`src/ilid_pkg.sv`:
```
// ----------------------------------------------------------------------------
// ilid_pkg
// Shared constants, codes and control structs of the indexed list unit.
// ----------------------------------------------------------------------------
`default_nettype none

package ilid_pkg;

	localparam int CAPACITY = 64;
	localparam int IDX_W    = $clog2(CAPACITY);
	localparam int CNT_W    = $clog2(CAPACITY + 1);
	localparam int CMD_W    = 3;
	localparam int DATA_W   = 32;

	typedef enum logic [CMD_W-1:0] {
		CMD_GET      = 3'd0,
		CMD_INS_HEAD = 3'd1,
		CMD_INS_TAIL = 3'd2,
		CMD_INS_AT   = 3'd3,
		CMD_DEL_AT   = 3'd4
	} cmd_t;

	typedef enum logic [1:0] {
		ST_DONE  = 2'd0,
		ST_RANGE = 2'd1,
		ST_FULL  = 2'd2
	} status_t;

	// Broadcast to every cell of the row.
	typedef struct packed {
		logic                     ins;
		logic                     del;
		logic [IDX_W-1:0]         idx;
		logic signed [DATA_W-1:0] val;
	} cell_ctl_t;

	// Per-command outcome from the controller.
	typedef struct packed {
		status_t          status;
		logic             hit;
		logic [IDX_W-1:0] rd_idx;
		logic [CNT_W-1:0] length;
	} res_t;

endpackage

`default_nettype wire

```
`src/ilid_cell.sv`:
```
// ----------------------------------------------------------------------------
// ilid_cell
// One list slot: load the new value, take the lower neighbor, take the upper
// neighbor, or hold.
// ----------------------------------------------------------------------------
`default_nettype none

module ilid_cell (
	input  wire logic                                      clk,
	input  wire ilid_pkg::cell_ctl_t                       ctl,
	input  wire logic [ilid_pkg::IDX_W-1:0]                idx,
	input  wire logic signed [ilid_pkg::DATA_W-1:0]        lower_val,
	input  wire logic signed [ilid_pkg::DATA_W-1:0]        upper_val,
	output logic signed [ilid_pkg::DATA_W-1:0]             val
);

	logic signed [ilid_pkg::DATA_W-1:0] val_q;

	// Load on insert at this slot, shift up on insert below it, down on delete at or below.
	always_ff @(posedge clk) begin
		if (ctl.ins && (idx == ctl.idx)) begin
			val_q <= ctl.val;
		end else if (ctl.ins && (idx > ctl.idx)) begin
			val_q <= lower_val;
		end else if (ctl.del && (idx >= ctl.idx)) begin
			val_q <= upper_val;
		end
	end

	assign val = val_q;

endmodule

`default_nettype wire

```
`config.mk`:
```
export PLATFORM = sky130hd
export DESIGN_NAME = ilid_cell
export DESIGN_NICKNAME = d
export VERILOG_FILES = /design/src/ilid_pkg.sv /design/src/ilid_cell.sv
export SDC_FILE = /design/constraint.sdc
export NUM_CORES = 1
export LEC_CHECK = 0
export ABC_AREA = 1
export BUFFER_PORTS_ARGS = -buffer_cell sky130_fd_sc_hd__buf_4
export CORE_UTILIZATION = 46
export DETAILED_ROUTE_END_ITERATION = 12
export HOLD_SLACK_MARGIN = 0.06
export PLACE_DENSITY = 0.86
export RECOVER_POWER = 100
export SLEW_MARGIN = 10
export SYNTH_ARGS = -nofsm -noshare
export SYNTH_HDL_FRONTEND = slang
export SYNTH_SLANG_ARGS = --single-unit
export TNS_END_PERCENT = 5
```
`constraint.sdc`:
```
create_clock -name clk -period 6.62 [get_ports clk]
set_clock_uncertainty 0.1 [all_clocks]
set_input_delay 1.324 -clock clk [delete_from_list [all_inputs] [get_ports clk]]
set_output_delay 1.324 -clock clk [all_outputs]
set_load 0.01 [all_outputs]
```
======== Yosys cells after proc, flatten, opt, wreduce, memory -nomap -nowiden ========
Index checks and enable logic that the tools add are counted.
operators by class
  order comparisons ....................... 2
  equal/unequal tests ..................... 1
  muxes and demuxes ....................... 3
  reductions and logical operators ........ 4
operators by type and width
  operator           number
  $mux 32            3
  $eq 6x6->1         1
  $ge 6x6->1         1
  $gt 6x6->1         1
  $logic_and 1x1->1  3
  $reduce_bool 3->1  1
storage, ports and cells
  register bits ........................... 32
  bits of input ports ..................... 111
  output and inout port bits .............. 32
  word-level logic and storage cells ...... 11

======== Depth between registers and ports, before layout ========
Gate-level depths: netlist of run 1.
  depth after elaboration ................. 5
  gate-level depth with buffers ........... 12
  mapped depth without buffers ............ 11

======== Least setup slack after synthesis of run 1 ========
Ideal clock, no wire load.
  path type ............................... input to register
  start ................................... input ctl[37] in the netlist's numbering
  end ..................................... register val_q (netlist bit val[0]), enable pin
  library setup time ...................... 387 ps
  arrival time ............................ 2910 ps
  data required time ...................... 6133 ps
  slack ................................... 3223 ps
  cell stages on the path ................. 9
  buffers on the path ..................... 1
  cells stage by stage .................... inv_1 > ha_1 > nand2_1 > nor2_4 > nand2_2 > nand3_4 > buf_4 > o22ai_1 > inv_1
between the ends
  longest elaborated chain between the ends .. 3
  elaborated cells on any way between the ends .. 7
  those cells by class .................... 2 x order compare; 1 x eq/ne; 4 x reduce/logical
ends and longest elaborated chain
  what                                      RTL line                                           text
  from (decl)                               ilid_cell.sv:10                                    input wire ilid_pkg::cell_ctl_t ctl,
  $gt 6x6->1, or another cell as far along  ilid_cell.sv:23                                    end else if (ctl.ins && (idx > ctl.idx)) begin
  $logic_and 1x1->1 (on tied branches)      ilid_cell.sv:23, ilid_cell.sv:21, ilid_cell.sv:25
  $reduce_bool 3->1 (no line) *             n/a
  to (signal assigned)                      ilid_cell.sv:22                                    val_q <= ctl.val;
  to (signal assigned)                      ilid_cell.sv:24                                    val_q <= lower_val;
  to (signal assigned)                      ilid_cell.sv:26                                    val_q <= upper_val;
  to (decl)                                 ilid_cell.sv:17                                    logic signed [ilid_pkg::DATA_W-1:0] val_q;
Mark *: on every way between the ends. The rest lies on a longest branch, timed or not.
A chain may end at the register's enable or synchronous reset.

======== Final worst setup path of run 1 ========
  start ................................... input ctl[37] in the netlist's numbering
  end ..................................... register val_q (netlist bit val[8]), enable pin
Same word-level chain as after synthesis.

==> key figures, run 1 <==
Floorplanning
  – Die ar.: 5170 µm²
  – Core footprint: 4720 µm²
  – Die height: 71.9 µm
  – Initial Util: 47.6%
  – Cell Rows: 25
  – Io pins: 143
  – Die X-Extent: 71.9 µm

CTS
  – Clock transition at path regs: 0.07 ns
  – Num Clock Sinks: 32
  – H-tree depth: 2
  – Post_cts resized: 0
  – Hold bufs inserted after CTS: 0
  – CTS tree: built
  – CTS Buffer Depth: 2
  – Root Driver: clkbuf_8
  – Post-CTS Setup Inserts: 0
  – Total CTS buffers: 5

Global route
  – Grt ovf: 0
  – Vias in the first global route: 2299
  – Largest net degree at the start of global routing: 35
  – Initial antenna violation count: 0
  – Total GRT Usage: 23.7%
  – First-pass GRT wire length: 9430 µm

Finish
  – Max reg flops: 32
  – ANT cells: 0
  – Multi-input gate area: 842 µm²
  – Most frequent cells in the layout: 109 x buf_4, 106 x nand2_1, 76 x inv_1
  – Total area of sequential cells: 961 µm²
  – Layout area overhead: 43.0%
  – Nets: 561
  – FILL cells: 457
  – Share of cells above drive strength 1: 27.7%
  – Commonest non-fill, non-tap cell in the layout: buf_4

Detailed routing
  – DR vias: 2348
  – DRT Pass-1 Iters: 4
  – Starting DRT DRC Count: 117
  – Vias/cell: 4.59
  – Post-DR wirelength/cell: 11.9 µm
  – Drt total wl: 6090 µm
  – DRC: 0
  – Post-DRT Antenna Nets: 0

Critical path
  – CP endpoint: val[8]
  – Worst setup SP type: input pin
  – Setup CP Type: in2reg
  – Crit path buffers/inverters: 4
  – Levels on crit path: 10
  – CP Cell Sequence: clkbuf_4 > inv_1 > ha_1 > nand2_1 > nor2_1 > nand2_2 > nand3_1 > o22ai_1 > inv_1 > clkbuf_1
  – Critical Path Max Stage Delay: 0.90 ns
  – Top delay family on crit path: buffers and inverters
  – CP Capture Type: register
  – WP data required: 6.41 ns
  – Arr. time, crit path: 4.49 ns
  – Critical path origin: ctl[37]
  – Most frequent CP cell: inv_1
  – Slowest-stage cell, CP: nand3_1
  – Largest fanout on the critical path: 34

Timing
  – Slew @ Worst Pin: 1.30 ns
  – Total negative slack: 0 ns
  – Max-slew violation count: 0
  – Final setup vio count: 0
  – Worst hold slack: 1.22 ns
  – Unrepaired setup endpoints after global routing: false
  – Slew HR: 12.8%
  – Fmax: 213 MHz
  – Fin. Hold Viols: 0
  – Period minus WS final: 4.70 ns
  – Tcrit/Tclk final: 71.0%

Min path
  – Worst hold path type: in2reg

Pwr
  – Cell Pwr Density: 183 nW/µm²
  – Leakage: 1.81 nW
  – Worst vdd ir: 0.000135 V

Logic synthesis
  – Cell accounting for the most synthesized area: edfxtp_1
  – Post-synthesis sequential area ratio: 42.8%
  – Distinct cells, synth: 16
  – Synth area leaders: edfxtp_1 43%, nand2_1 18%, nand3_1 14%
  – Yosys top cell area share: 42.8%
  – Yosys reg bits: 32
  – Cell area after synthesis: 2250 µm²
  – Avg Synthesized Cell Area: 7.27 µm²
  – Post-Synthesis Cells: 309
  – Synth Warn #: 0
  – Net count after synthesis: 426

Placed design
  – Post-DP HPWL: 4520 µm
  – GPL Wtd Cong: 0.822
  – Port Buf Inserts: 142

Job
  – Max Cap Viol: 0

Status
  – Status: completed
## report_power, final
| part | leakage (nW) | total (mW) | internal, mW | switching [mW] |
|---|---|---|---|---|
| Sequential | 0.307 | 0.275 | 0.267 | 0.00871 |
| Combinational | 1.46 | 0.174 | 0.0774 | 0.0967 |
| Clock | 0.0400 | 0.140 | 0.0710 | 0.0687 |
| Total | 1.81 | 0.589 | 0.415 | 0.174 |
## per-layer routing
layer  vias to the layer above  routed length [µm]  global-route usage, %
met3                        13                 435                   6.25
met2                       102                3280                   45.3
li1                       1208                   -                      -
met5                         -                   0                      0
met4                         0                 121                   11.3
met1                      1025                2250                   23.6
## synth_stat cells (all sizes together)
cell / n
nand2: 108
edfxtp: 32
buf: 15
nor2: 1
nand3: 65
inv: 79
a21oi: 2
o22ai: 1
ha: 6
## worst min-delay path by stage
stage	startpoint	to	slack, ns	cells past startpoint
detailed placement	ctl[8]	val[8]	1.50	3
global route	ctl[13]	val[13]	1.22	3
CTS	ctl[22]	val[22]	1.21	3
floorplan	ctl[0]	val[0]	1.41	2
finish	ctl[22]	val[22]	1.22	3
global placement	ctl[1]	val[1]	1.50	3
## final cells by class
class / count / area share, %
Sequential cell: 32 / 29.9
Clock buffer: 5 / 2.14
Tap cell: 67 / 2.61
Timing Repair Buffer: 143 / 29.5
Inverter: 79 / 9.23
Multi-Input combinational cell: 183 / 26.2
Clock inverter: 2 / 0.389
## through the flow
step | instances | total power, mW | cell area (µm²) | worst slack (ns) | util [%]
floorplan | 309 | 0.373 | 2250 | 3.22 | -
global placement | 504 | 0.477 | 3280 | 2.99 | 69.5
detailed placement | 504 | 0.484 | 3280 | 2.94 | 69.5
CTS | 511 | 0.623 | 3370 | 3.23 | 71.3
global route | 511 | 0.622 | 3210 | 1.68 | 68.1
finish | 511 | 0.589 | 3210 | 1.92 | 68.1
## cells by family after synthesis
family / count (synthesis) / share of synthesized area, %
buf+inv: 94 / 18.5
simple gates: 174 / 34.1
flops: 32 / 42.8
fa+ha+maj: 6 / 3.34
compound gates: 3 / 1.23
Note: power is estimated with default switching activity, not from simulation.
==> inputs of run 2 (changes only) <==
CORE_UTILIZATION = 43   (was 46)
PLACE_DENSITY = 0.81   (was 0.86)
clock period = 4.64 ns   (was 6.62 ns; I/O delays follow)
==> run 2 against run 1 <==
Net effect:
- critical path depth rose by 1
- clock power rose by 46%
- global-route usage rose by 0.36 points
- worst setup slack got worse by 0.67 ns
- via count rose by 1.9%
- final cell count rose by 0.20%
- utilization fell by 1.7 points
- clock-buffer cell count rose by 2
- final area rose by 0.70%
- critical path type unchanged
- highest routed layer unchanged
==> key figures, run 2 (synthesis results as in run 1) <==
Status
  – Status: completed

Detailed routing
  – Post-DR wirelength/cell: 12.2 µm (+2.7%)
  – DRT Pass-1 Iters: 5 (+1)
  – Drt total wl: 6270 µm (+2.9%)
  – DRC: 0 (unchanged)
  – Vias/cell: 4.67 (+1.7%)
  – Starting DRT DRC Count: 141 (+21%)
  – Post-DRT Antenna Nets: 0 (unchanged)
  – DR vias: 2392 (+1.9%)

Job
  – Max Cap Viol: 0 (unchanged)

Critical path
  – Critical Path Max Stage Delay: 0.90 ns (about the same)
  – Top delay family on crit path: buffers and inverters
  – CP endpoint: val[2]
  – Most frequent CP cell: nand2_1
  – WP data required: 4.69 ns (-1.72 ns)
  – Setup CP Type: in2reg
  – Largest fanout on the critical path: 33 (-2.9%)
  – CP Capture Type: register
  – Slowest-stage cell, CP: inv_1
  – Crit path buffers/inverters: 4 (unchanged)
  – Critical path origin: ctl[37]
  – CP Cell Sequence: clkbuf_4 > inv_1 > ha_1 > nand2_1 > nor2_1 > nand2_1 > inv_1 > nand2_2 > inv_1 > nand2_1 > nand2_1
  – Worst setup SP type: input pin
  – Levels on crit path: 11 (+1)
  – Arr. time, crit path: 3.43 ns (-1.06 ns)

CTS
  – CTS Buffer Depth: 2 (unchanged)
  – H-tree depth: 2 (unchanged)
  – Post_cts resized: 0 (unchanged)
  – Post-CTS Setup Inserts: 0 (unchanged)
  – Clock transition at path regs: 0.07 ns (about the same)
  – Hold bufs inserted after CTS: 0 (unchanged)
  – Num Clock Sinks: 32 (unchanged)
  – Total CTS buffers: 5 (unchanged)
  – Root Driver: clkbuf_8
  – CTS tree: built

Placed design
  – Post-DP HPWL: 4620 µm (+2.2%)
  – Setup WS pre-CTS: 1.45 ns (-1.49 ns)
  – GPL Wtd Cong: 0.773 (-6.0%)
  – Port Buf Inserts: 142 (unchanged)
  – Placement Cell Area: 3280 µm² (unchanged)

Timing
  – Slew HR: 32.8% (+20 points)
  – Period minus WS final: 3.39 ns
  – Total negative slack: 0 ns (unchanged)
  – Max-slew violation count: 0 (unchanged)
  – Tcrit/Tclk final: 73.0%
  – Slew @ Worst Pin: 1.01 ns (-0.298 ns)
  – Final worst-path setup slack: 1.25 ns (-0.666 ns)
  – Final setup vio count: 0 (unchanged)
  – Fin. Hold Viols: 0 (unchanged)
  – Fmax: 295 MHz
  – Unrepaired setup endpoints after global routing: false
  – Worst hold slack: 0.814 ns (-0.402 ns)

Pwr
  – Worst vdd ir: 0.000139 V (+2.9%)
  – Cell Pwr Density: 262 nW/µm² (+43%)
  – Leakage: 1.83 nW (+1.1%)

Finish
  – Total area of sequential cells: 961 µm² (unchanged)
  – FILL cells: 490 (+7.2%)
  – Final non-filler cell area: 3240 µm² (+0.70%)
  – ANT cells: 0 (unchanged)
  – Nets: 561 (unchanged)
  – Commonest non-fill, non-tap cell in the layout: buf_4
  – Share of cells above drive strength 1: 27.4% (-0.29 points)
  – Layout area overhead: 44.0%
  – Most frequent cells in the layout: 110 x buf_4, 105 x nand2_1, 78 x inv_1
  – Multi-input gate area: 862 µm² (+2.4%)
  – Max reg flops: 32 (unchanged)

Min path
  – Worst hold path type: in2reg
  – Hold Path Stages: 3 (unchanged)

Global route
  – Total GRT Usage: 24.0% (+0.36 points)
  – Grt ovf: 0 (unchanged)
  – Vias in the first global route: 2299 (unchanged)
  – First-pass GRT wire length: 9990 µm (+5.9%)
  – Initial antenna violation count: 0 (unchanged)
  – Largest net degree at the start of global routing: 35 (unchanged)

Floorplanning
  – Core footprint: 4880 µm² (+3.3%)
  – Die X-Extent: 74.3 µm (+3.3%)
  – Io pins: 143 (unchanged)
  – Die ar.: 5520 µm² (+6.8%)
  – Die height: 74.3 µm (+3.3%)
  – Initial Util: 46.1% (-1.5 points)
  – Cell Rows: 25 (unchanged)
[run 2: changes by cell type in the layout (fill, tap and decap cells not counted), sizes merged]
cell / delta
clkbuf: +1
clkinvlp: -1
buf: +1
[run 2: layer usage]
metal | track usage, % | wire length, µm | up-vias
li1 | - | - | 1210
met4 | 6.50 | 70 | 0
met3 | 6.23 | 594 | 7
met1 | 26.5 | 2340 | 1046
met5 | 0 | 0 | -
met2 | 45.5 | 3260 | 129
[run 2: power breakdown]
part / switching, mW / internal (mW)
sequential: 0.0132 / 0.380
combinational: 0.139 / 0.112
clock: 0.100 / 0.104
total: 0.252 / 0.596
[run 2: final cells by class]
type | count | area share [%]
Clock buffer | 7 | 2.36
Sequential cell | 32 | 29.7
Timing Repair Buffer | 143 | 29.5
Inverter | 79 | 9.16
Tap cell | 67 | 2.59
Clock inverter | 1 | 0.116
Multi-Input combinational cell | 183 | 26.6
[run 2: worst min path at each step]
| stage | startpoint | end | slack [ns] |
|---|---|---|---|
| floorplan | ctl[0] | val[0] | 1.01 |
| global placement | ctl[1] | val[1] | 1.10 |
| detailed placement | ctl[31] | val[31] | 1.10 |
| CTS | ctl[1] | val[1] | 0.81 |
| global route | ctl[29] | val[29] | 0.82 |
| finish | ctl[1] | val[1] | 0.81 |
[run 2: stage by stage]
step | std cells | util [%] | power (mW)
2_1_floorplan | 309 | - | 0.533
3_3_place_gp | 504 | 67.3 | 0.681
3_5_place_dp | 504 | 67.3 | 0.691
4_1_cts | 512 | 68.9 | 0.895
5_1_grt | 512 | 66.3 | 0.902
6_report | 512 | 66.3 | 0.848
