## config.mk

```make
export PLATFORM = sky130hd
export DESIGN_NAME = ilid_ctrl
export DESIGN_NICKNAME = d
export VERILOG_FILES = /design/src/ilid_pkg.sv /design/src/ilid_ctrl.sv
export SDC_FILE = /design/constraint.sdc
export NUM_CORES = 1
export LEC_CHECK = 0
export ABC_AREA = 1
export BUFFER_PORTS_ARGS = -buffer_cell sky130_fd_sc_hd__buf_2
export CAP_MARGIN = 20
export CORE_MARGIN = 5
export CORE_UTILIZATION = 45
export CTS_CLUSTER_SIZE = 40
export DETAILED_ROUTE_END_ITERATION = 10
export PLACE_DENSITY = 0.9
export REMOVE_ABC_BUFFERS = 1
export SYNTH_ARGS = -nofsm -noshare
export SYNTH_HDL_FRONTEND = slang
export SYNTH_SLANG_ARGS = --single-unit
```

## constraint.sdc

```tcl
create_clock -name clk -period 5.6 [get_ports clk]
set_input_delay 0.84 -clock clk [delete_from_list [all_inputs] [get_ports clk]]
set_output_delay 0.84 -clock clk [all_outputs]
set_load 0.02 [all_outputs]
```

## src/ilid_pkg.sv

```systemverilog
// ----------------------------------------------------------------------------
// ilid_pkg
// Shared constants, codes and control structs of the indexed list unit.
// ----------------------------------------------------------------------------
`default_nettype none

package ilid_pkg;

	localparam int CAPACITY = 64;
	localparam int IDX_W    = $clog2(CAPACITY);
	localparam int CNT_W    = $clog2(CAPACITY + 1);
	localparam int CMD_W    = 3;
	localparam int DATA_W   = 32;

	typedef enum logic [CMD_W-1:0] {
		CMD_GET      = 3'd0,
		CMD_INS_HEAD = 3'd1,
		CMD_INS_TAIL = 3'd2,
		CMD_INS_AT   = 3'd3,
		CMD_DEL_AT   = 3'd4
	} cmd_t;

	typedef enum logic [1:0] {
		ST_DONE  = 2'd0,
		ST_RANGE = 2'd1,
		ST_FULL  = 2'd2
	} status_t;

	// Broadcast to every cell of the row.
	typedef struct packed {
		logic                     ins;
		logic                     del;
		logic [IDX_W-1:0]         idx;
		logic signed [DATA_W-1:0] val;
	} cell_ctl_t;

	// Per-command outcome from the controller.
	typedef struct packed {
		status_t          status;
		logic             hit;
		logic [IDX_W-1:0] rd_idx;
		logic [CNT_W-1:0] length;
	} res_t;

endpackage

`default_nettype wire

```

## src/ilid_ctrl.sv

```systemverilog
// ----------------------------------------------------------------------------
// ilid_ctrl
// Decode a command against the element count, drive the cell row and keep
// the count.
// ----------------------------------------------------------------------------
`default_nettype none

module ilid_ctrl (
	input  wire logic                               clk,
	input  wire logic                               arst_n,
	input  wire logic                               fire,
	input  wire logic [ilid_pkg::CMD_W-1:0]         cmd,
	input  wire logic [ilid_pkg::CNT_W-1:0]         position,
	input  wire logic signed [ilid_pkg::DATA_W-1:0] value_in,
	output ilid_pkg::cell_ctl_t                     ctl,
	output ilid_pkg::res_t                          res
);

	logic [ilid_pkg::CNT_W-1:0] count_q;
	logic [ilid_pkg::CNT_W-1:0] count_nxt;
	logic                       full;
	logic                       ins;
	logic                       del;
	logic [ilid_pkg::IDX_W-1:0] idx;
	ilid_pkg::status_t          status;
	logic                       hit;

	assign full = (count_q == ilid_pkg::CNT_W'(ilid_pkg::CAPACITY));

	// Classify the command and pick the slot it works on.
	always_comb begin
		ins    = 1'b0;
		del    = 1'b0;
		hit    = 1'b0;
		idx    = position[ilid_pkg::IDX_W-1:0];
		status = ilid_pkg::ST_DONE;
		case (ilid_pkg::cmd_t'(cmd))
			ilid_pkg::CMD_GET: begin
				if (position < count_q) hit = 1'b1;
				else status = ilid_pkg::ST_RANGE;
			end
			ilid_pkg::CMD_INS_HEAD: begin
				idx = '0;
				if (full) status = ilid_pkg::ST_FULL;
				else ins = 1'b1;
			end
			ilid_pkg::CMD_INS_TAIL: begin
				idx = count_q[ilid_pkg::IDX_W-1:0];
				if (full) status = ilid_pkg::ST_FULL;
				else ins = 1'b1;
			end
			ilid_pkg::CMD_INS_AT: begin
				if (position > count_q) status = ilid_pkg::ST_RANGE;
				else if (full) status = ilid_pkg::ST_FULL;
				else ins = 1'b1;
			end
			ilid_pkg::CMD_DEL_AT: begin
				if (position >= count_q) status = ilid_pkg::ST_RANGE;
				else del = 1'b1;
			end
			default: begin
			end
		endcase
	end

	always_comb begin
		count_nxt = count_q;
		if (ins) count_nxt = count_q + 1'b1;
		else if (del) count_nxt = count_q - 1'b1;
	end

	// Advance the count on each transfer.
	always_ff @(posedge clk or negedge arst_n) begin
		if (!arst_n) begin
			count_q <= '0;
		end else if (fire) begin
			count_q <= count_nxt;
		end
	end

	assign ctl.ins = ins && fire;
	assign ctl.del = del && fire;
	assign ctl.idx = idx;
	assign ctl.val = value_in;

	assign res.status = status;
	assign res.hit    = hit;
	assign res.rd_idx = position[ilid_pkg::IDX_W-1:0];
	assign res.length = count_nxt;

endmodule

`default_nettype wire

```

== Word-level counts from Yosys, hierarchy flattened ==
Index checks and enable logic that the tools add are counted.
W data, S select, Z words.

* Muxes and demuxes: 15
* $lt $le $gt $ge: 3
* Equality and inequality tests: 5
* Add/sub/neg operators: 2
* Reduce and logical (&&, ||, !) cells: 4

{| class="wikitable"
|+ Operator list
! operator !! number
|-
| $mux W7 || 2
|-
| $pmux W6 S2 || 1
|-
| $mux W1 || 8
|-
| $pmux W2 S4 || 1
|-
| $add A7 B1 Y7 const B || 1
|-
| $eq A7 B7 Y1 const B || 1
|-
| $ge A7 B7 Y1 || 1
|-
| $gt A7 B7 Y1 || 1
|-
| $lt A7 B7 Y1 || 1
|-
| $sub A7 B1 Y7 const B || 1
|-
| $eq A3 B2 Y1 const B || 2
|-
| $mux W2 || 2
|-
| $eq A3 B1 Y1 const B || 1
|-
| $eq A3 B3 Y1 const B || 1
|-
| $logic_not A3 Y1 || 1
|-
| $logic_and A1 B1 Y1 || 2
|-
| $pmux W1 S2 || 1
|-
| $reduce_or A2 Y1 || 1
|}

* Word-level logic and storage cells: 30
* Register bits: 7

== Longest topological paths before layout ==
Gate-level depths: netlist of the first run.

* Depth after elaboration: 5
* Gate-level depth with buffers: 14
* Depth with buffers taken out: 13

== Worst setup path before layout of the first run ==
Ideal clock, no wire load.

* Path kind: input port to output port
* From: input port position[6] in the netlist's numbering
* To: output port res[2] in the netlist's numbering
* Path slack: 2,625 ps
* Arrival: 2,135 ps
* Path buffers: 0
* Required time: 4,760 ps
* Stages: 9
* Path through: ha_1 > nand2_2 > inv_2 > a21oi_4 > nand2_2 > nand2_4 > nand3_4 > nand3_1 > and2_1

{| class="wikitable"
|+ RTL lines
! what !! line !! RTL
|-
| from (decl) || ilid_ctrl.sv:13 || <nowiki>input wire logic [ilid_pkg::CNT_W-1:0] position,</nowiki>
|-
| to (decl) || ilid_ctrl.sv:16 || <nowiki>output ilid_pkg::res_t res</nowiki>
|}

==> results.txt, run 1 <==
----------------------------------------------------
[Yosys]
  Library cells used by synthesis ... 26
  Most used standard cell by instance count after synthesis ... buf_4
  Sequential cell area fraction in the yosys report ... 0.122
  Async S/R FF share, synth ... 1.00
  Synthesized-area fraction occupied by ao, oa, aoi and oai cells ... 0.0636
  Post-synthesis register bit count ... 7
  Adder-cell share of the synthesized area ... 0.0784
  Portion of netlist area occupied by mux cells ... 0
  Parity-gate share of the synthesized area counting xor and xnor cells ... 0.0488
  Count of flip-flops with a built-in enable after synthesis ... 0
  Leading cell types by total area after synthesis ... buf_4 (21%), dfrtp_1 (12%), nand2_1 (10%), ha_1 (7.8%), nand3_1 (7.7%)
  Dominant register cell in the synthesized netlist ... dfrtp_1
  YS warnings ... 0
  Avg Cell Area, Syn ... around 6.8 um^2
  Yosys top cell area share ... 0.214
  Synth Instances ... 211
  Dominant combinational cell family by area after synthesis ... simple AND/OR/NAND/NOR gates
  Post-synthesis cell area ... around 1400 um^2
  Top cells by instance count after synthesis ... buf_4 (41), nand2_1 (39), inv_1 (22), nand3_1 (22), nand2_2 (10)
  Post-synth top area cell ... buf_4
  Fraction of the mapped netlist area in simple logic gates ... 0.400

[Global routing]
  Global-route congestion overflow total ... 0
  Total global-route track usage ... 0.207
  Pin count of the biggest net entering global routing ... 11
  Via count of the first global-routing pass ... 1341
  Wire length of the first global-routing pass ... a little under 7000 um
  Number of antenna violations at the first check in global routing ... 0

[Place]
  Dpl ws ... approximately 2300 ps
  Count of buffers inserted at the top-level ports ... 36
  Post-DP HPWL ... ~3700 um
  Gp weighted congestion ... 0.922
  Post-detailed-placement cell area ... between 1000 and 1500 um^2
  DP Cell Count ... about 250

[Power and ir drop]
  Static Leakage ... just over 0.7 nW
  Sequential share of power ... 0.216
  Net switching power ... about 0.26 mW
  Portion of total power attributed to combinational logic ... 0.682
  Power per cell area ... 340 nW/um^2
  Cell Int Power ... 0.206 mW
  Peak ir drop on the vdd network ... between 0.1 and 0.15 mV
  Clk network pwr share ... 0.102
  Switching Share ... 0.560
  Post-route total power ... roughly 0.47 mW

[Status]
  Outcome ... completed

[Floorplan]
  Width of the chip ... ~66 um
  Number of ports placed on the die boundary ... 101
  Height of the chip ... around 66 um
  Die area ... approximately 4400 um^2
  Number of rows in the core area ... 20
  Initial core utilization ... 0.470
  Area of the placeable core ... roughly 3100 um^2

[Finish]
  Antenna cell count ... 0
  Register with the most flip-flops ... count_q
  Area overhead of the layout relative to synthesis ... -4.27%
  Finished Cell Area ... approximately 1400 um^2
  Finished Layout Cells ... between 200 and 300
  Layout net count ... between 200 and 300
  Number of inserted filler cells in the final layout ... 330
  Top flop regs ... count_q (7)
  Number of flip-flops in the largest register ... 7
  Post-layout util ... 0.450
  Fraction of layout cells with a size suffix above 1 ... 0.300

[STA]
  Final number of max-transition violations ... 0
  Setup repair after global routing missed its margin ... no
  Max Clock Freq ... slightly above 0.3 GHz
  Part of the cycle the worst path needs ... 0.584
  Setup total negative slack ... 0 ps
  Final setup violating endpoints ... 0
  Final hold violations ... 0
  Smallest setup slack after layout ... around 2300 ps
  Worst-margin pin slew ... ~700 ps
  Worst relative slew slack ... 0.536
  Final Skew ... between 10 and 15 ps
  Minimum clock period after layout ... around 3300 ps
  Hold Worst Slack ... ~400 ps

[Clocking]
  Count of instances resized after the clock tree is built ... 0
  Clock-pin slew of the registers on the worst-case setup and hold paths ... roughly 60 ps
  CTS tree ... done
  CTS Buffer Depth ... 2
  Maximum level of the CTS H-tree ... 1
  Number of buffers inserted during clock tree synthesis ... 3
  Worst-Skew Late Latency ... 260 ps
  Total of hold buffers inserted after clock tree synthesis ... 0
  Clk Tree Root Cell ... clkbuf_4
  Count of clock tree sinks ... 7
  Number of buffers inserted to repair setup after CTS ... 0

[Setup path]
  Series of cell instances along the critical path ... buf_2, ha_1, nand2_1, nand2_1, a21oi_4, nand2_2, inv_1, nand3_1, nand3_1, and2_1, buf_2
  Critical path startpoint category ... primary input
  Stages on worst setup path ... 11
  CP Data Arrival Time ... between 2000 and 2500 ps
  Slowest stage delay, CP ... around 310 ps
  Count of buffer and inverter cells on the critical path ... 3
  Kind of cell with the highest combined delay on the critical path ... simple AND/OR/NAND/NOR gates
  Crit-path max FO ... 6
  Critical Path Sink Type ... output pin
  Category of the critical setup timing path ... primary input to output pin
  Data required time of the worst path ... ~4800 ps
  Cell with the largest stage delay on the worst path ... ha_1
  Length in cells of the worst reg-to-reg path ... 12

[Route]
  Total via count in the routed design ... 1326
  Average vias per placed instance ... about 5.3
  Post-route DRC ... 0
  Number of design-rule violations left by the first detailed-router iteration ... between 60 and 70
  Total wire length ... 4350 um
  Routed WL per cell ... roughly 17 um
  ANT nets after route ... 0
  Detailed Routing Iterations Pass 1 ... 4

[Min path]
  Class of the most critical hold timing path ... primary input to asynchronous set/reset pin

[Flow run]
  Maximum Capacitance Violations ... 0

----------------------------------------------------
-- kinds of logic (layout without fill, tap and decap cells) --
kind of cell,after synthesis,in the layout
buffers and inverters,68,64
flip-flops,7,7
adder cells (fa/ha/maj),9,9
AO/OA/AOI/OAI,12,12
AND/OR/NAND/NOR,107,107
XOR/XNOR,8,8
-- cell type report --
cell class | count | area, um^2 | share of cell area
multi-input cells | 136 | 848 | 0.617
repair buffers | 36 | 180 | 0.131
flip-flops and latches | 7 | 175 | 0.127
inverters | 24 | 90.1 | 0.0655
well taps | 44 | 55.1 | 0.0400
clock buffers | 4 | 26.3 | 0.0191
-- power groups by stage --
| stage | Combinational [mW] | Sequential [mW] | Clock (mW) |
|---|---|---|---|
| 2_1_floorplan | 0.239 | 0.0895 | 0 |
| 3_3_place_gp | 0.306 | 0.0999 | 0 |
| 6_report | 0.319 | 0.101 | 0.0477 |
| 3_5_place_dp | 0.317 | 0.0998 | 0 |
| 4_1_cts | 0.319 | 0.0991 | 0.0486 |
| 5_1_grt | 0.358 | 0.103 | 0.0513 |
-- layer usage --
layer  vias up  share of wire  global-route usage
met5         -         0.0097              0.0833
met3         4           0.18               0.175
met4         2         0.0023              0.0203
met2        81           0.45               0.317
li1        637              -                   -
met1       602           0.36               0.219
-- final timing paths --
kind | slack (ps) | end | start
setup / recovery | 2330 | res[2] | position[4]
hold / removal | 410 | count_q[2]$_DFFE_PN0P_ | arst_n
setup reg to reg | 3470 | count_q[0]$_DFFE_PN0P_ | count_q[4]$_DFFE_PN0P_
hold reg to reg | 630 | count_q[5]$_DFFE_PN0P_ | count_q[5]$_DFFE_PN0P_
max in group asynchronous | 5010 | count_q[5]$_DFFE_PN0P_ | arst_n
min in group clk | 630 | count_q[5]$_DFFE_PN0P_ | count_q[5]$_DFFE_PN0P_
-- cell usage in the layout (no fill, tap or decap), types with 3 or more instances in the layout --
cell and count:
inv_1 22, nand3_1 22, nand4_1 9, xor2_1 6, and2_1 6, nor2_2 4
dfrtp_1 7, buf_2 36, nand2_2 10, nor2_1 9, clkbuf_4 3, o22ai_1 7
ha_1 9, nand2_1 39
-- worst register-to-register path: cells and delay by family (launching register included) --
| family | cells | cell delay, ps |
|---|---|---|
| compound gates | 1 | 190 |
| fa+ha+maj | 1 | 330 |
| buf+inv | 1 | 170 |
| flops | 1 | 500 |
| simple gates | 9 | 830 |
No activity file was read; power rests on OpenSTA's default activity.
==> inputs of run 2 (changes only) <==
--- a/config.mk
+++ b/config.mk
@@ -9,10 +9,10 @@
 export BUFFER_PORTS_ARGS = -buffer_cell sky130_fd_sc_hd__buf_2
 export CAP_MARGIN = 20
 export CORE_MARGIN = 5
-export CORE_UTILIZATION = 45
+export CORE_UTILIZATION = 42
 export CTS_CLUSTER_SIZE = 40
 export DETAILED_ROUTE_END_ITERATION = 10
-export PLACE_DENSITY = 0.9
+export PLACE_DENSITY = 0.85
 export REMOVE_ABC_BUFFERS = 1
 export SYNTH_ARGS = -nofsm -noshare
 export SYNTH_HDL_FRONTEND = slang
==> constraint.sdc (replaced) <==
create_clock -name clk -period 3.4 [get_ports clk]
set_input_delay 0.51 -clock clk [delete_from_list [all_inputs] [get_ports clk]]
set_output_delay 0.51 -clock clk [all_outputs]
set_load 0.02 [all_outputs]
==> results.txt, run 2 (synthesized netlist as in run 1, its figures left out) <==
----------------------------------------------------
[Route]
  ANT nets after route ... 0
  Number of design-rule violations left by the first detailed-router iteration ... 35
  Total wire length ... just over 4000 um
  Average vias per placed instance ... slightly above 5
  Routed WL per cell ... 16.4 um
  Detailed Routing Iterations Pass 1 ... 4
  Total via count in the routed design ... 1296
  Post-route DRC ... 0

[Global routing]
  Number of antenna violations at the first check in global routing ... 0
  Global-route congestion overflow total ... 0
  Via count of the first global-routing pass ... 1272
  Total global-route track usage ... 0.187
  Pin count of the biggest net entering global routing ... 11
  Wire length of the first global-routing pass ... approximately 6500 um

[STA]
  Max Clock Freq ... about 0.35 GHz
  Final setup violating endpoints ... 0
  Final hold violations ... 0
  Final Skew ... 5.84 ps
  Part of the cycle the worst path needs ... 0.843
  Minimum clock period after layout ... between 2000 and 3000 ps
  Setup total negative slack ... 0 ps
  Final number of max-transition violations ... 0
  Worst relative slew slack ... 0.556
  Worst-margin pin slew ... 664 ps
  Setup repair after global routing missed its margin ... no

[Setup path]
  Critical Path Sink Type ... output pin
  Crit-path max FO ... 10
  Data required time of the worst path ... ~2900 ps
  Series of cell instances along the critical path ... inv_1, ha_1, nand2_1, nor2_2, nand2_1, inv_1, nor2_1, nand2_4, nand3_4, nand3_1, and2_1, buf_2
  CP Data Arrival Time ... between 2000 and 2500 ps
  Cell with the largest stage delay on the worst path ... dfrtp_1
  Category of the critical setup timing path ... flop to output pin
  Slowest stage delay, CP ... 550 ps
  Critical path startpoint category ... flop

[Clocking]
  CTS tree ... done
  Total of hold buffers inserted after clock tree synthesis ... 0
  CTS Buffer Depth ... 2
  Number of buffers inserted during clock tree synthesis ... 3
  Worst-Skew Late Latency ... 250 ps
  Maximum level of the CTS H-tree ... 1
  Count of instances resized after the clock tree is built ... 0
  Clk Tree Root Cell ... clkbuf_4
  Number of buffers inserted to repair setup after CTS ... 0
  Clock-pin slew of the registers on the worst-case setup and hold paths ... 50 ps
  Count of clock tree sinks ... 7

[Power and ir drop]
  Power per cell area ... 546 nW/um^2
  Post-route total power ... 0.753 mW
  Static Leakage ... 0.728 nW
  Peak ir drop on the vdd network ... between 0.2 and 0.25 mV

[Floorplan]
  Initial core utilization ... 0.430
  Height of the chip ... around 70 um
  Number of ports placed on the die boundary ... between 100 and 150
  Die area ... approximately 4700 um^2
  Width of the chip ... between 60 and 70 um
  Area of the placeable core ... ~3300 um^2
  Number of rows in the core area ... 21

[Place]
  Gp weighted congestion ... approximately 0.87
  Post-DP HPWL ... about 3600 um
  Count of buffers inserted at the top-level ports ... 36
  DP Cell Count ... 249

[Status]
  Outcome ... completed

[Finish]
  Layout net count ... between 200 and 300
  Number of flip-flops in the largest register ... 7
  Register with the most flip-flops ... count_q
  Area overhead of the layout relative to synthesis ... -4.09%
  Top flop regs ... count_q (7)
  Finished Layout Cells ... 253
  Fraction of layout cells with a size suffix above 1 ... 0.300
  Commonest cells after routing, fill and taps aside ... nand2_1 (39), buf_2 (36), inv_1 (22), nand3_1 (22), nand2_2 (10)
  Most common cell after layout, fill and taps aside ... nand2_1
  Antenna cell count ... 0

[Flow run]
  Maximum Capacitance Violations ... 0

[Min path]
  Class of the most critical hold timing path ... primary input to asynchronous set/reset pin

----------------------------------------------------
-- run 2: cell counts in the layout (fill, tap and decap cells not counted) --
No cell type changed its count.
-- run 2: worst paths after layout --
check	from	end	slack, ps	depth (start not counted)
max	count_q[2]$_DFFE_PN0P_	res[3]	530	12
min	arst_n	count_q[2]$_DFFE_PN0P_	80	1
max reg2reg	count_q[2]$_DFFE_PN0P_	count_q[0]$_DFFE_PN0P_	1320	13
min reg2reg	count_q[1]$_DFFE_PN0P_	count_q[1]$_DFFE_PN0P_	610	2
max in group asynchronous	arst_n	count_q[0]$_DFFE_PN0P_	3160	1
min in group clk	fire	count_q[0]$_DFFE_PN0P_	580	3
-- run 2: final cells by class --
class                      count  area, um^2
multi-input combinational    136         848
inverter                      24        90.1
fill                         379        1960
sequential                     7         175
tap                           46        57.6
clock buffer                   4        26.3
timing repair buffer          36         180
-- run 2: power breakdown --
part	internal [mW]	switching, mW
registers	0.108	0.0560
logic	0.185	0.329
clock network	0.0447	0.0300
total	0.337	0.415
-- run 2: stage by stage --
stage	hold slack (ps)	util	instance area [um^2]	worst slack, ps
after floorplan	214	-	1110	1090
after global placement	348	0.405	1350	804
after detailed placement	348	0.405	1350	797
after CTS	76.4	0.413	1380	516
after global routing	84.1	0.413	1380	285
final	82.2	0.413	1380	533
-- run 2: critical path, delay by kind of cell (launching register included) --
kind,cells,cell delay (ps)
AND/OR/NAND/NOR,8,880
adder cells (fa/ha/maj),1,330
flip-flops,1,550
buffers and inverters,3,340
-- run 2: metal layers --
layer,vias to the layer above,share of wire,GRT usage
met2,83,0.41,0.261
li1,634,-,-
met4,0,0,0
met5,-,0,0.0875
met3,0,0.17,0.144
met1,579,0.42,0.232
==> inputs of run 3 (changes only) <==
--- a/config.mk
+++ b/config.mk
@@ -9,10 +9,10 @@
 export BUFFER_PORTS_ARGS = -buffer_cell sky130_fd_sc_hd__buf_2
 export CAP_MARGIN = 20
 export CORE_MARGIN = 5
-export CORE_UTILIZATION = 42
+export CORE_UTILIZATION = 38
 export CTS_CLUSTER_SIZE = 40
 export DETAILED_ROUTE_END_ITERATION = 10
-export PLACE_DENSITY = 0.85
+export PLACE_DENSITY = 0.81
 export REMOVE_ABC_BUFFERS = 1
 export SYNTH_ARGS = -nofsm -noshare
 export SYNTH_HDL_FRONTEND = slang
==> constraint.sdc (replaced) <==
create_clock -name clk -period 2.6 [get_ports clk]
set_input_delay 0.39 -clock clk [delete_from_list [all_inputs] [get_ports clk]]
set_output_delay 0.39 -clock clk [all_outputs]
set_load 0.02 [all_outputs]
==> results.txt, run 3 (synthesized netlist as in run 1, its figures left out) <==
----------------------------------------------------
[Status]
  Outcome ... completed

[Finish]
  Number of inserted filler cells in the final layout ... ~370
  Total area of multi-input combinational cells ... between 900 and 1000 um^2
  Layout net count ... between 200 and 300
  Finished Layout Cells ... between 200 and 300
  Fraction of layout cells with a size suffix above 1 ... 0.425
  Commonest cells after routing, fill and taps aside ... nand2_1 (37), buf_2 (35), inv_1 (18)
  Area overhead of the layout relative to synthesis ... 12.6%
  Antenna cell count ... 0
  Number of flip-flops in the largest register ... 7
  Sequential cell area ... 175 um^2
  Top flop regs ... count_q (7)
  Most common cell after layout, fill and taps aside ... nand2_1
  Register with the most flip-flops ... count_q

[Place]
  Count of buffers inserted at the top-level ports ... 36
  Gp weighted congestion ... between 0.8 and 0.9
  Post-DP HPWL ... roughly 3800 um
  Dpl ws ... between 200 and 250 ps
  DP Cell Count ... 261

[STA]
  Worst-margin pin slew ... about 420 ps
  Smallest setup slack after layout ... about 120 ps
  Worst relative slew slack ... 0.717
  Part of the cycle the worst path needs ... 0.953
  Final setup violating endpoints ... 0
  Max Clock Freq ... around 0.40 GHz
  Final number of max-transition violations ... 0
  Hold Worst Slack ... a little under 500 ps
  Minimum clock period after layout ... 2480 ps
  Final Skew ... around 2.2 ps
  Setup total negative slack ... 0 ps
  Final hold violations ... 0

[Clocking]
  CTS Buffer Depth ... 2
  Count of clock tree sinks ... 7
  Maximum level of the CTS H-tree ... 1
  Clock-pin slew of the registers on the worst-case setup and hold paths ... approximately 40 ps
  Clk Tree Root Cell ... clkbuf_8
  Worst-Skew Late Latency ... between 200 and 250 ps
  Number of buffers inserted during clock tree synthesis ... 3
  CTS tree ... done

[Route]
  Average vias per placed instance ... ~5.2
  Number of design-rule violations left by the first detailed-router iteration ... 53
  Total via count in the routed design ... ~1400
  Post-route DRC ... 0
  ANT nets after route ... 0
  Total wire length ... roughly 4700 um
  Detailed Routing Iterations Pass 1 ... 4
  Routed WL per cell ... about 17 um

[Global routing]
  Wire length of the first global-routing pass ... about 7000 um
  Via count of the first global-routing pass ... about 1300
  Global-route congestion overflow total ... 0
  Number of antenna violations at the first check in global routing ... 0
  Pin count of the biggest net entering global routing ... 11
  Total global-route track usage ... 0.175

[Floorplan]
  Number of rows in the core area ... 22
  Number of ports placed on the die boundary ... about 100
  Area of the placeable core ... around 3700 um^2
  Initial core utilization ... 0.392
  Width of the chip ... a little over 70 um
  Height of the chip ... between 70 and 80 um
  Die area ... 5110 um^2

[Setup path]
  Critical Path Sink Type ... output pin
  Critical path startpoint category ... flop
  Data required time of the worst path ... between 2000 and 2500 ps
  Worst R2R Start ... count_q[4]$_DFFE_PN0P_
  Crit-path max FO ... 8
  Cell with the largest stage delay on the worst path ... dfrtp_1
  Category of the critical setup timing path ... flop to output pin
  Slowest stage delay, CP ... slightly below 400 ps
  Cell seen most often among critical-path stages ... nand2_4
  Series of cell instances along the critical path ... inv_2, ha_1, nand2_1, nand2_2, a21oi_4, nand2_4, nand2_4, nand3_4, nand3_2, and2_1, buf_2
  Critical path launch point ... count_q[4]$_DFFE_PN0P_
  CP Data Arrival Time ... between 2000 and 2500 ps

[Power and ir drop]
  Static Leakage ... around 0.85 nW
  Peak ir drop on the vdd network ... between 0.3 and 0.4 mV
  Power per cell area ... 746 nW/um^2

[Flow run]
  Maximum Capacitance Violations ... 0

[Min path]
  Class of the most critical hold timing path ... primary input to flop
  HP Start ... fire

----------------------------------------------------
run 3: repair_timing:
action                                  4_1_cts  5_1_grt
endpoints found under the setup margin        4        8
hold buffers                                  1        0
gates resized for setup                       2       18
setup buffers                                 0        7
endpoints found under the hold margin         7        0
gates cloned                                  0        1
pin swaps                                     0        6
run 3: final cells by class:
cell class                      count  area share
Clock inverter                      1     0.00309
Timing Repair Buffer               54       0.200
Sequential cell                     7       0.108
Clock buffer                        3      0.0255
Tap cell                           48      0.0371
Multi-Input combinational cell    137       0.570
Inverter                           24      0.0557
run 3: path summary, 6_finish.rpt:
path | end | slack, ps | cells after the start
min | count_q[0]$_DFFE_PN0P_ | 490 | 3
max | res[4] | 120 | 11
min in group asynchronous | count_q[1]$_DFFE_PN0P_ | 530 | 2
min reg2reg | count_q[5]$_DFFE_PN0P_ | 630 | 3
max reg2reg | count_q[0]$_DFFE_PN0P_ | 740 | 12
max in group asynchronous | count_q[6]$_DFFE_PN0P_ | 1920 | 2
run 3: power breakdown:
part / total [mW] / switching (mW) / internal [mW]
registers: 0.169 / 0.0271 / 0.142
clock network: 0.149 / 0.0455 / 0.104
logic: 0.889 / 0.540 / 0.349
total: 1.21 / 0.612 / 0.594
run 3: metal layers:
metal  global-route usage  vias to the layer above  routed length [um]
li1                     -                      675                   -
met1                0.222                      648                2050
met2                0.240                       87                1910
met3                0.130                        6                 694
met4               0.0125                        2                  27
met5               0.0909                        -                  39
run 3: stage by stage:
stage,cell area [um^2],power [mW],util
floorplan,1110,0.708,-
finish,1620,1.21,0.442
global placement,1430,0.938,0.390
detailed placement,1430,0.955,0.390
CTS,1490,1.11,0.406
global route,1620,1.31,0.442
run 3: critical path, delay by kind of cell, from the launching register on:
kind / cells / cell delay [ps]
AO/OA/AOI/OAI: 1 / 200
adder cells (fa/ha/maj): 1 / 240
buffers and inverters: 2 / 250
flip-flops: 1 / 390
AND/OR/NAND/NOR: 7 / 780
